### src/rtl/gww_pkg.sv
`timescale 1ns / 1ps

package gww_pkg;

    localparam int GWW_POS_BITS = 16;

    localparam int GWW_QUEUE_DEPTH = 4;
    localparam int GWW_PTR_BITS    = $clog2(GWW_QUEUE_DEPTH);
    localparam int GWW_CNT_BITS    = $clog2(GWW_QUEUE_DEPTH + 1);

    localparam logic [15:0] GWW_MAX_WIDTH_RESET = 16'd320;
    localparam logic [15:0] GWW_WIDTH_SAT       = 16'hFFFF;

    localparam logic [2:0] KIND_ORDINARY = 3'd0;
    localparam logic [2:0] KIND_SPACE    = 3'd1;
    localparam logic [2:0] KIND_NEWLINE  = 3'd2;
    localparam logic [2:0] KIND_CR       = 3'd3;
    localparam logic [2:0] KIND_EOT      = 3'd4;

    typedef enum logic [1:0] {
        CLS_ORDINARY,
        CLS_SPACE,
        CLS_NEWLINE,
        CLS_EOT
    } gww_class_t;

    typedef struct packed {
        gww_class_t  cls;
        logic [7:0]  char_width;
    } gww_item_ctl_t;

endpackage

### src/rtl/gww_front.sv
`timescale 1ns / 1ps

module gww_front #(
    parameter int POS_BITS = gww_pkg::GWW_POS_BITS
) (
    input  logic [2:0]            kind,
    input  logic [7:0]            char_width,
    input  logic [15:0]           char_pos,
    input  logic [2:0]            char_len,
    output logic                  keep,
    output gww_pkg::gww_item_ctl_t ctl,
    output logic [POS_BITS-1:0]   pos,
    output logic [POS_BITS-1:0]   after
);
    import gww_pkg::*;

    // Carriage returns and unknown codes are accepted and dropped here.
    always_comb
    begin
        keep = 1'b1;
        ctl.cls = CLS_ORDINARY;
        ctl.char_width = char_width;
        case (kind)
            KIND_ORDINARY: ctl.cls = CLS_ORDINARY;
            KIND_SPACE:    ctl.cls = CLS_SPACE;
            KIND_NEWLINE:  ctl.cls = CLS_NEWLINE;
            KIND_EOT:      ctl.cls = CLS_EOT;
            KIND_CR:       keep = 1'b0;
            default:       keep = 1'b0;
        endcase
    end

    assign pos   = POS_BITS'(char_pos);
    assign after = pos + POS_BITS'(char_len);

endmodule

### src/rtl/gww_queue.sv
`timescale 1ns / 1ps

module gww_queue #(
    parameter int WIDTH = 8
) (
    input  logic             clk,
    input  logic             rst_n,
    input  logic             push,
    input  logic [WIDTH-1:0] push_data,
    output logic             full,
    input  logic             pop,
    output logic             not_empty,
    output logic [WIDTH-1:0] pop_data
);
    import gww_pkg::*;

    logic [WIDTH-1:0]        slot_reg [GWW_QUEUE_DEPTH];
    logic [GWW_PTR_BITS-1:0] wr_ptr_reg;
    logic [GWW_PTR_BITS-1:0] wr_ptr_next;
    logic [GWW_PTR_BITS-1:0] rd_ptr_reg;
    logic [GWW_PTR_BITS-1:0] rd_ptr_next;
    logic [GWW_CNT_BITS-1:0] count_reg;
    logic [GWW_CNT_BITS-1:0] count_next;

    assign full      = (count_reg == GWW_CNT_BITS'(GWW_QUEUE_DEPTH));
    assign not_empty = (count_reg != '0);
    assign pop_data  = slot_reg[rd_ptr_reg];

    always_comb
    begin
        wr_ptr_next = push ? GWW_PTR_BITS'(wr_ptr_reg + 1'b1) : wr_ptr_reg;
        rd_ptr_next = pop  ? GWW_PTR_BITS'(rd_ptr_reg + 1'b1) : rd_ptr_reg;
        count_next  = count_reg;
        if (push && !pop)
        begin
            count_next = count_reg + 1'b1;
        end
        else if (pop && !push)
        begin
            count_next = count_reg - 1'b1;
        end
    end

    always_ff @(posedge clk or negedge rst_n)
    begin
        if (!rst_n)
        begin
            wr_ptr_reg <= '0;
            rd_ptr_reg <= '0;
            count_reg  <= '0;
        end
        else
        begin
            wr_ptr_reg <= wr_ptr_next;
            rd_ptr_reg <= rd_ptr_next;
            count_reg  <= count_next;
        end
    end

    always_ff @(posedge clk)
    begin
        if (push)
        begin
            slot_reg[wr_ptr_reg] <= push_data;
        end
    end

endmodule

### src/rtl/gww_back.sv
`timescale 1ns / 1ps

module gww_back #(
    parameter int POS_BITS = gww_pkg::GWW_POS_BITS
) (
    input  logic                   clk,
    input  logic                   rst_n,
    input  logic                   max_width_wr,
    input  logic [15:0]            max_width,
    input  logic                   item_valid,
    input  gww_pkg::gww_item_ctl_t item_ctl,
    input  logic [POS_BITS-1:0]    item_pos,
    input  logic [POS_BITS-1:0]    item_after,
    output logic                   item_take,
    output logic                   line_valid,
    input  logic                   line_stall,
    output logic [15:0]            line_start,
    output logic [15:0]            line_len,
    output logic [15:0]            line_width,
    output logic                   final_line
);
    import gww_pkg::*;

    logic [15:0]         max_width_reg;
    logic [POS_BITS-1:0] start_reg;
    logic [POS_BITS-1:0] start_next;
    logic [POS_BITS-1:0] bpos_reg;
    logic [POS_BITS-1:0] bpos_next;
    logic                bvalid_reg;
    logic                bvalid_next;
    logic [15:0]         wbs_reg;
    logic [15:0]         wbs_next;
    logic [7:0]          bsw_reg;
    logic [7:0]          bsw_next;
    logic [15:0]         rw_reg;
    logic [15:0]         rw_next;

    logic                out_valid_reg;
    logic                out_valid_next;
    logic [15:0]         out_start_reg;
    logic [15:0]         out_len_reg;
    logic [15:0]         out_width_reg;
    logic                out_final_reg;

    logic [16:0]         sum;
    logic [15:0]         sum_sat;
    logic                overflow;
    logic [16:0]         removed;
    logic [16:0]         remain;
    logic                emit;
    logic [POS_BITS-1:0] e_start;
    logic [POS_BITS-1:0] e_end;
    logic [POS_BITS-1:0] e_len;
    logic [15:0]         e_width;
    logic                e_final;

    assign item_take = item_valid && (!out_valid_reg || !line_stall);

    assign sum      = {1'b0, rw_reg} + 17'(item_ctl.char_width);
    assign sum_sat  = sum[16] ? GWW_WIDTH_SAT : sum[15:0];
    assign overflow = (sum > {1'b0, max_width_reg});
    assign removed  = {1'b0, wbs_reg} + 17'(bsw_reg);
    assign remain   = sum - removed;

    always_comb
    begin
        start_next  = start_reg;
        bpos_next   = bpos_reg;
        bvalid_next = bvalid_reg;
        wbs_next    = wbs_reg;
        bsw_next    = bsw_reg;
        rw_next     = rw_reg;
        emit        = 1'b0;
        e_start     = start_reg;
        e_end       = item_pos;
        e_width     = rw_reg;
        e_final     = 1'b0;
        if (item_take)
        begin
            case (item_ctl.cls)
                CLS_NEWLINE:
                begin
                    emit = 1'b1;
                    if (rw_reg == '0)
                    begin
                        e_end   = start_reg;
                        e_width = '0;
                    end
                    start_next = item_after;
                    rw_next    = '0;
                end
                CLS_EOT:
                begin
                    emit       = (rw_reg != '0);
                    e_final    = 1'b1;
                    start_next = '0;
                    rw_next    = '0;
                end
                CLS_SPACE:
                begin
                    if (overflow || rw_reg == '0)
                    begin
                        emit       = overflow && (rw_reg != '0);
                        start_next = item_after;
                        rw_next    = '0;
                    end
                    else
                    begin
                        bpos_next   = item_pos;
                        bvalid_next = 1'b1;
                        wbs_next    = rw_reg;
                        bsw_next    = item_ctl.char_width;
                        rw_next     = sum_sat;
                    end
                end
                default:
                begin
                    if (!overflow)
                    begin
                        rw_next = sum_sat;
                    end
                    else if (bvalid_reg)
                    begin
                        emit       = (wbs_reg != '0);
                        e_end      = bpos_reg;
                        e_width    = wbs_reg;
                        start_next = bpos_reg + POS_BITS'(1);
                        if (sum > removed)
                        begin
                            rw_next = remain[16] ? GWW_WIDTH_SAT : remain[15:0];
                        end
                        else
                        begin
                            rw_next = '0;
                        end
                    end
                    else
                    begin
                        emit       = (rw_reg != '0);
                        start_next = item_pos;
                        rw_next    = 16'(item_ctl.char_width);
                    end
                end
            endcase
            // Every line break forgets the remembered space.
            if (item_ctl.cls != CLS_SPACE || overflow || rw_reg == '0)
            begin
                if (item_ctl.cls != CLS_ORDINARY || overflow)
                begin
                    bpos_next   = '0;
                    bvalid_next = 1'b0;
                    wbs_next    = '0;
                    bsw_next    = '0;
                end
            end
        end
    end

    assign e_len = e_end - e_start;

    always_comb
    begin
        out_valid_next = out_valid_reg;
        if (item_take)
        begin
            out_valid_next = emit;
        end
        else if (!line_stall)
        begin
            out_valid_next = 1'b0;
        end
    end

    always_ff @(posedge clk or negedge rst_n)
    begin
        if (!rst_n)
        begin
            max_width_reg <= GWW_MAX_WIDTH_RESET;
            start_reg     <= '0;
            bpos_reg      <= '0;
            bvalid_reg    <= 1'b0;
            wbs_reg       <= '0;
            bsw_reg       <= '0;
            rw_reg        <= '0;
            out_valid_reg <= 1'b0;
        end
        else
        begin
            if (max_width_wr)
            begin
                max_width_reg <= max_width;
            end
            start_reg     <= start_next;
            bpos_reg      <= bpos_next;
            bvalid_reg    <= bvalid_next;
            wbs_reg       <= wbs_next;
            bsw_reg       <= bsw_next;
            rw_reg        <= rw_next;
            out_valid_reg <= out_valid_next;
        end
    end

    always_ff @(posedge clk)
    begin
        if (item_take && emit)
        begin
            out_start_reg <= 16'(32'(e_start));
            out_len_reg   <= 16'(32'(e_len));
            out_width_reg <= e_width;
            out_final_reg <= e_final;
        end
    end

    assign line_valid = out_valid_reg;
    assign line_start = out_start_reg;
    assign line_len   = out_len_reg;
    assign line_width = out_width_reg;
    assign final_line = out_final_reg;

endmodule

### src/rtl/greedy_word_wrap.sv
`timescale 1ns / 1ps

// Channel    Direction  Handshake                 Payload
// char       in         char_valid / char_stall   kind, char_width, char_pos, char_len
// line       out        line_valid / line_stall   line_start, line_len, line_width, final_line
// max_width  in         max_width_wr              max_width
//
// One character is taken every cycle while char_stall is low; a line record passes through
// the queue and then the output register after the character that closes it.
// Reset clears all line state and the queue and sets max_width to 320.
// While line_stall holds back a waiting line record the queue of four items fills, after which char_stall rises.

module greedy_word_wrap #(
    parameter int POS_BITS = gww_pkg::GWW_POS_BITS
) (
    input  logic        clk,
    input  logic        rst_n,
    input  logic        max_width_wr,
    input  logic [15:0] max_width,
    input  logic        char_valid,
    output logic        char_stall,
    input  logic [2:0]  kind,
    input  logic [7:0]  char_width,
    input  logic [15:0] char_pos,
    input  logic [2:0]  char_len,
    output logic        line_valid,
    input  logic        line_stall,
    output logic [15:0] line_start,
    output logic [15:0] line_len,
    output logic [15:0] line_width,
    output logic        final_line
);
    import gww_pkg::*;

    localparam int ITEM_BITS = $bits(gww_item_ctl_t) + 2 * POS_BITS;

    logic                keep;
    gww_item_ctl_t       f_ctl;
    logic [POS_BITS-1:0] f_pos;
    logic [POS_BITS-1:0] f_after;
    logic                q_full;
    logic                q_push;
    logic                q_pop;
    logic                q_not_empty;
    logic [ITEM_BITS-1:0] q_out;
    gww_item_ctl_t       b_ctl;
    logic [POS_BITS-1:0] b_pos;
    logic [POS_BITS-1:0] b_after;

    gww_front #(
        .POS_BITS (POS_BITS)
    ) u_front (
        .kind       (kind),
        .char_width (char_width),
        .char_pos   (char_pos),
        .char_len   (char_len),
        .keep       (keep),
        .ctl        (f_ctl),
        .pos        (f_pos),
        .after      (f_after)
    );

    assign char_stall = q_full;
    assign q_push     = char_valid && !q_full && keep;

    gww_queue #(
        .WIDTH (ITEM_BITS)
    ) u_queue (
        .clk       (clk),
        .rst_n     (rst_n),
        .push      (q_push),
        .push_data ({f_ctl, f_pos, f_after}),
        .full      (q_full),
        .pop       (q_pop),
        .not_empty (q_not_empty),
        .pop_data  (q_out)
    );

    assign {b_ctl, b_pos, b_after} = q_out;

    gww_back #(
        .POS_BITS (POS_BITS)
    ) u_back (
        .clk          (clk),
        .rst_n        (rst_n),
        .max_width_wr (max_width_wr),
        .max_width    (max_width),
        .item_valid   (q_not_empty),
        .item_ctl     (b_ctl),
        .item_pos     (b_pos),
        .item_after   (b_after),
        .item_take    (q_pop),
        .line_valid   (line_valid),
        .line_stall   (line_stall),
        .line_start   (line_start),
        .line_len     (line_len),
        .line_width   (line_width),
        .final_line   (final_line)
    );

endmodule

### config.mk
export PLATFORM = sky130hd
export DESIGN_NAME = greedy_word_wrap
export DESIGN_NICKNAME = d
export VERILOG_FILES = /design/src/rtl/gww_pkg.sv /design/src/rtl/gww_front.sv /design/src/rtl/gww_queue.sv /design/src/rtl/gww_back.sv /design/src/rtl/greedy_word_wrap.sv
export SDC_FILE = /design/constraint.sdc
export NUM_CORES = 1
export LEC_CHECK = 0
export ABC_AREA = 1
export BUFFER_PORTS_ARGS = -buffer_cell sky130_fd_sc_hd__buf_2
export CORE_MARGIN = 1
export CORE_UTILIZATION = 50
export CTS_BUF_LIST = sky130_fd_sc_hd__clkbuf_16
export DETAILED_ROUTE_END_ITERATION = 8
export PLACE_DENSITY = 0.67
export SLEW_MARGIN = 10
export SYNTH_ARGS = -nofsm -noshare
export SYNTH_HDL_FRONTEND = slang
export SYNTH_HIERARCHICAL = 1
export SYNTH_SLANG_ARGS = --single-unit
### constraint.sdc
create_clock -name clk -period 13.7 [get_ports clk]
set_input_delay 2.055 -clock clk [delete_from_list [all_inputs] [get_ports clk]]
set_output_delay 2.055 -clock clk [all_outputs]
set_load 0.05 [all_outputs]
==> metrics, run 1 <==
Critical R2R Capture=u_back/line_len[12]$_DFFE_PP_; Tightest Hold Check Type=flop to flop; worst setup path class=flop to flop; Clock Pin Slew Worst Setup and Hold Paths=0.06 ns; CP max stage cell=dfrtp_4; Most used DFF post-synth=edfxtp_1; Avg Vias per Cell=5.53; flops & latches, synth=314; reg2reg start=u_queue/rd_ptr_reg[0]$_DFFE_PN0P_; Die Height=191 µm; Synth cell types=51; post-route setup slack=6.20 ns; CP Capture Type=flop; DR DRC count=0; nets=2122; WP data arrival=7.77 ns; largest net degree at the start of global routing=87; DR vias=13700; number of synthesized flops with an enable pin=217; hold_buf cts=0; die area=36600 µm²; Place WS=6.33 ns; worst hold slack=0.445 ns; Max Cap Viol=0; most common cell in the netlist=nand2_1; IO Pins=102; FF/Latch Area=8950 µm²; final setup fails=0; Die W=191 µm; Yosys top cell area share=0.363; Antenna Nets Post-Route=0; final period utilization=0.547; max reg flops=168; Layout area overhead=9.80%; Max Buffers Root-to-Sink=3; Core Footprint=34900 µm²; Total GRT Usage=0.249; cell taking the most area after synthesis=edfxtp_1; Worst Tran Pin Value=0.968 ns; status=complete, no violations; first-pass GRT wire length=70.8 mm; floorplan row count=68; Initial Utilization=0.514; Post-CTS Repair Setup Buffers=0; Clock Tree Root=clkbuf_16; RePlAce Congestion=0.912; setup_tns=0 ns; Clock Latency Late Sink=0.54 ns; DR WL/cell=18.0 µm; ANT cells=0; Reg2Reg Depth=37; WL final=44.4 mm; layout cells sized above 1=0.115; crit path launch=u_queue/rd_ptr_reg[0]$_DFFE_PN0P_; final hold violation count=0; Seq/Total Area, Yosys=0.499; Buffers on Ports=101; r2r setup slk=6.20 ns; multi-input logic area=7290 µm²; critical path fanouts, max=85; Worst Path Buf+Inv=2; CP dominant cell by count=nand2_1; Largest stage delay, worst path=0.90 ns; RSZ-0062 raised after global routing=false; fin crit period=7.50 ns; Detail Placement HPWL=31.4 mm; post-cts gate resize count=0; Sink Count=314; syn avg cell area=9.25 µm²; TritonCTS clock tree=yes; startpoint types=flop; Yosys warning count=6; Slew Viols, Final=0; DR pass1 iterations=5; Initial DRC Count=1112; initial antenna violation count=0; instance count on the critical path=37; Mapped Cells=1938; worst rel slew slack=0.355; Post-Syn Area=17900 µm²; syn_nets=2073; CP required=13.97 ns; Top delay family on crit path=simple AND/OR/NAND/NOR gates; # fillers=3079; top cells by area, synth=edfxtp_1, dfrtp_1, nand2_1; ys async rst share=0.309; vias in the first global route=13100; H-tree levels=2; CTS Buf Count=37; Clock Skew=0.0192 ns; Max Freq=133 MHz; crit path capture=u_back/line_len[12]$_DFFE_PP_; Post-synth top cells=nand2_1, inv_1, edfxtp_1, nand3_1, o211ai_1; grt ovf=0
kinds of logic after synthesis:
| logic type | count (synthesis) | share of synthesized area |
|---|---|---|
| buffers and inverters | 379 | 0.0948 |
| AND/OR/NAND/NOR | 703 | 0.167 |
| XOR/XNOR | 64 | 0.0313 |
| multiplexers | 1 | 0.000628 |
| adder cells (fa/ha/maj) | 84 | 0.0611 |
| flip-flops | 314 | 0.499 |
| AO/OA/AOI/OAI | 393 | 0.147 |
placed cells by master (no fill, tap or decap), types with 23 or more instances in the layout:
cell type and instances:
nand3_1 108, dfrtp_1 94, nand2_1 432, o211ai_1 102, nor2_1 91, a21oi_1 81, o21ai_0 85, inv_1 276
xor2_1 46, o22ai_2 27, clkbuf_16 37, buf_2 100, o22ai_1 23, ha_1 78, edfxtp_1 217
layout make-up:
class,count,share of cell area
Sequential cell,314,0.455
Inverter,275,0.0527
Timing Repair Buffer,114,0.0308
Multi-Input combinational cell,1245,0.370
Tap cell,455,0.0289
Clock buffer,37,0.0470
Clock inverter,31,0.0156
metal layers:
| metal | track usage | vias up | share of wire |
|---|---|---|---|
| met1 | 0.362 | 6410 | 0.47 |
| li1 | - | 6698 | - |
| met3 | 0.0424 | 83 | 0.072 |
| met4 | 0.0855 | 0 | 0.029 |
| met2 | 0.376 | 479 | 0.43 |
| met5 | 0 | - | 0 |
how the worst min path moves through the flow:
stage                                              start                               to  depth (start not counted)
final                      u_back/e_start[2]$_DFFE_PN0P_   u_back/line_start[2]$_DFFE_PP_                          0
after global routing       u_back/e_start[9]$_DFFE_PN0P_   u_back/line_start[9]$_DFFE_PP_                          0
after CTS                  u_back/e_start[6]$_DFFE_PN0P_   u_back/line_start[6]$_DFFE_PP_                          0
after detailed placement   u_back/e_start[6]$_DFFE_PN0P_   u_back/line_start[6]$_DFFE_PP_                          0
after global placement     u_back/e_start[8]$_DFFE_PN0P_   u_back/line_start[8]$_DFFE_PP_                          0
after floorplan           u_back/e_start[10]$_DFFE_PN0P_  u_back/line_start[10]$_DFFE_PP_                          0
metrics by stage:
step,utilization,std cells,instance area (µm²)
floorplan,-,1938,17900
global placement,0.529,2403,18500
detailed placement,0.529,2403,18500
CTS,0.564,2471,19700
global route,0.564,2471,19700
finish,0.564,2471,19700
Power of run 1 is left out: the tool's default activity adds up to more than one toggle a clock period on the data nets, which glitch-free logic cannot reach.
==> run 2, diff against run 1 <==
==> constraint.sdc (replaced) <==
create_clock -name clk -period 7.4 [get_ports clk]
set_input_delay 1.11 -clock clk [delete_from_list [all_inputs] [get_ports clk]]
set_output_delay 1.11 -clock clk [all_outputs]
set_load 0.05 [all_outputs]
==> run 2 against run 1 <==
- sequential share of layout area is 0.27 points higher
- final area is 0.59% lower
- via count is 0.12% lower
- critical path type unchanged
- critical endpoint unchanged
- largest cell class unchanged
==> metrics, run 2 (synthesized netlist as in run 1, its figures left out) <==
Post-CTS Repair Setup Buffers=0 (unchanged); hold endpoint=u_back/line_start[5]$_DFFE_PP_; final setup fails=0 (unchanged); first-pass GRT wire length=71.3 mm (+0.74%); Clock Tree Root=clkbuf_16; WP data arrival=6.95 ns (-0.82 ns); Worst Tran Pin Value=0.932 ns (-0.0363 ns); Detail Placement HPWL=31.9 mm (+1.6%); Largest stage delay, worst path=0.59 ns (-0.31 ns); Worst Path Buf+Inv=4 (+2); Die W=191 µm (unchanged); Initial Utilization=0.514 (unchanged); Clock Latency Late Sink=0.55 ns (about the same); post-route cell area=19600 µm² (-0.59%); initial antenna violation count=0 (unchanged); Reg2Reg Depth=36 (-2.7%); Total GRT Usage=0.253 (+0.00344); final hold violation count=0 (unchanged); commonest non-fill, non-tap cell in the layout=nand2_1; Layout area overhead=9.15%; IO Pins=102 (unchanged); most frequent cells in the layout=nand2_1, inv_1, edfxtp_1; RePlAce Congestion=0.930 (+1.9%); Critical R2R Capture=u_back/line_len[12]$_DFFE_PP_; Core Footprint=34900 µm² (unchanged); CP max stage cell=dfrtp_4; fin crit period=6.65 ns (-0.846 ns); Max Freq=150 MHz (+13%); final period utilization=0.899 (+0.352); Clock Pin Slew Worst Setup and Hold Paths=0.06 ns (about the same); Post-DP Area=18500 µm² (+0.16%); post-cts gate resize count=0 (unchanged); Slew Viols, Final=0 (unchanged); reg2reg start=u_queue/rd_ptr_reg[0]$_DFFE_PN0P_; H-tree levels=2 (unchanged); Sink Count=314 (unchanged); floorplan row count=68 (unchanged); Clock Skew=0.0150 ns (-0.00413 ns); Antenna Nets Post-Route=0 (unchanged); die area=36600 µm² (unchanged); CP dominant cell by count=nand2_1; TritonCTS clock tree=yes; vias in the first global route=12800 (-2.1%); DR vias=13700 (-0.12%); CTS Buf Count=36 (-2.7%); hold_buf cts=0 (unchanged); nets=2125 (+0.14%); ANT cells=0 (unchanged); setup_tns=0 ns (unchanged); RSZ-0062 raised after global routing=false; grt ovf=0 (unchanged); hold depth=0 (unchanged); largest net degree at the start of global routing=90 (+3.4%); startpoint types=flop; status=complete, no violations; max reg flops=168 (unchanged); Max Cap Viol=0 (unchanged); worst hold start=u_back/e_start[5]$_DFFE_PN0P_; DR WL/cell=18.1 µm (+0.63%); Top delay family on crit path=compound AO/OA/AOI/OAI gates; Initial DRC Count=1006 (-9.5%); worst setup path class=flop to flop; DR DRC count=0 (unchanged); Tightest Hold Check Type=flop to flop; WL final=44.7 mm (+0.67%); DR pass1 iterations=6 (+1); Max Buffers Root-to-Sink=3 (unchanged); Buffers on Ports=101 (unchanged); critical path fanouts, max=53 (-38%); worst rel slew slack=0.375 (+0.0203); layout cells sized above 1=0.113 (-0.00204); CP required=7.69 ns (-6.28 ns); r2r setup slk=0.75 ns (-5.45 ns); Die Height=191 µm (unchanged); CP Capture Type=flop; Avg Vias per Cell=5.52 (-0.16%)
-- run 2: cell count changes in the layout (fill, tap and decap cells not counted), moves of 2 or more --
cell / before / now
clkinv_1: 6 / 12
buf_4: 14 / 18
bufinv_16: 5 / 1
clkinvlp_4: 3 / 1
-- run 2: final cells by class --
cell class | count | area [µm²]
sequential | 314 | 8950
multi-input combinational | 1245 | 7290
inverter | 275 | 1040
tap | 455 | 569
clock buffer | 36 | 901
fill | 3139 | 15300
clock inverter | 29 | 186
timing repair buffer | 118 | 636
-- run 2: through the flow --
step           setup WS (ns)  hold WS, ns  instances   util
4_1_cts                0.775        0.439       2472  0.561
3_3_place_gp           0.991        0.433       2407  0.530
6_report               0.746        0.441       2472  0.561
3_5_place_dp           0.783        0.433       2407  0.530
2_1_floorplan          0.997        0.425       1938      -
5_1_grt               0.0195        0.452       2472  0.561
-- run 2: worst max-delay path by stage --
stage / cells after the start / start / slack [ns] / endpoint
after floorplan: 30 / u_queue/rd_ptr_reg[0]$_DFFE_PN0P_ / 1.0 / u_back/final_line$_SDFFCE_PN0P_
final: 36 / u_queue/rd_ptr_reg[0]$_DFFE_PN0P_ / 0.75 / u_back/line_len[12]$_DFFE_PP_
after detailed placement: 38 / u_queue/rd_ptr_reg[1]$_DFFE_PN0P_ / 0.78 / u_back/line_len[12]$_DFFE_PP_
after global placement: 36 / u_queue/rd_ptr_reg[0]$_DFFE_PN0P_ / 0.99 / u_back/line_len[12]$_DFFE_PP_
after CTS: 36 / u_queue/rd_ptr_reg[0]$_DFFE_PN0P_ / 0.77 / u_back/line_len[12]$_DFFE_PP_
after global routing: 32 / u_queue/rd_ptr_reg[0]$_DFFE_PN0P_ / 0.02 / u_back/line_len[12]$_DFFE_PP_
-- run 2: layer usage --
layer | track usage | vias to the layer above | routed length, µm
li1 | - | 6708 | -
met1 | 0.377 | 6439 | 21300
met4 | 0.0705 | 0 | 829
met5 | 0 | - | 0
met2 | 0.380 | 447 | 19600
met3 | 0.0384 | 60 | 3000
-- run 2: worst reg2reg max path: cells and delay by family (launching register included) --
kind            cells  cell delay [ns]
buf+inv             4             0.93
fa+ha+maj           4             1.20
flops               1             0.59
compound gates     11             2.01
xor+xnor            1             0.09
simple gates       16             1.56
Power of run 2 is left out for the same reason.
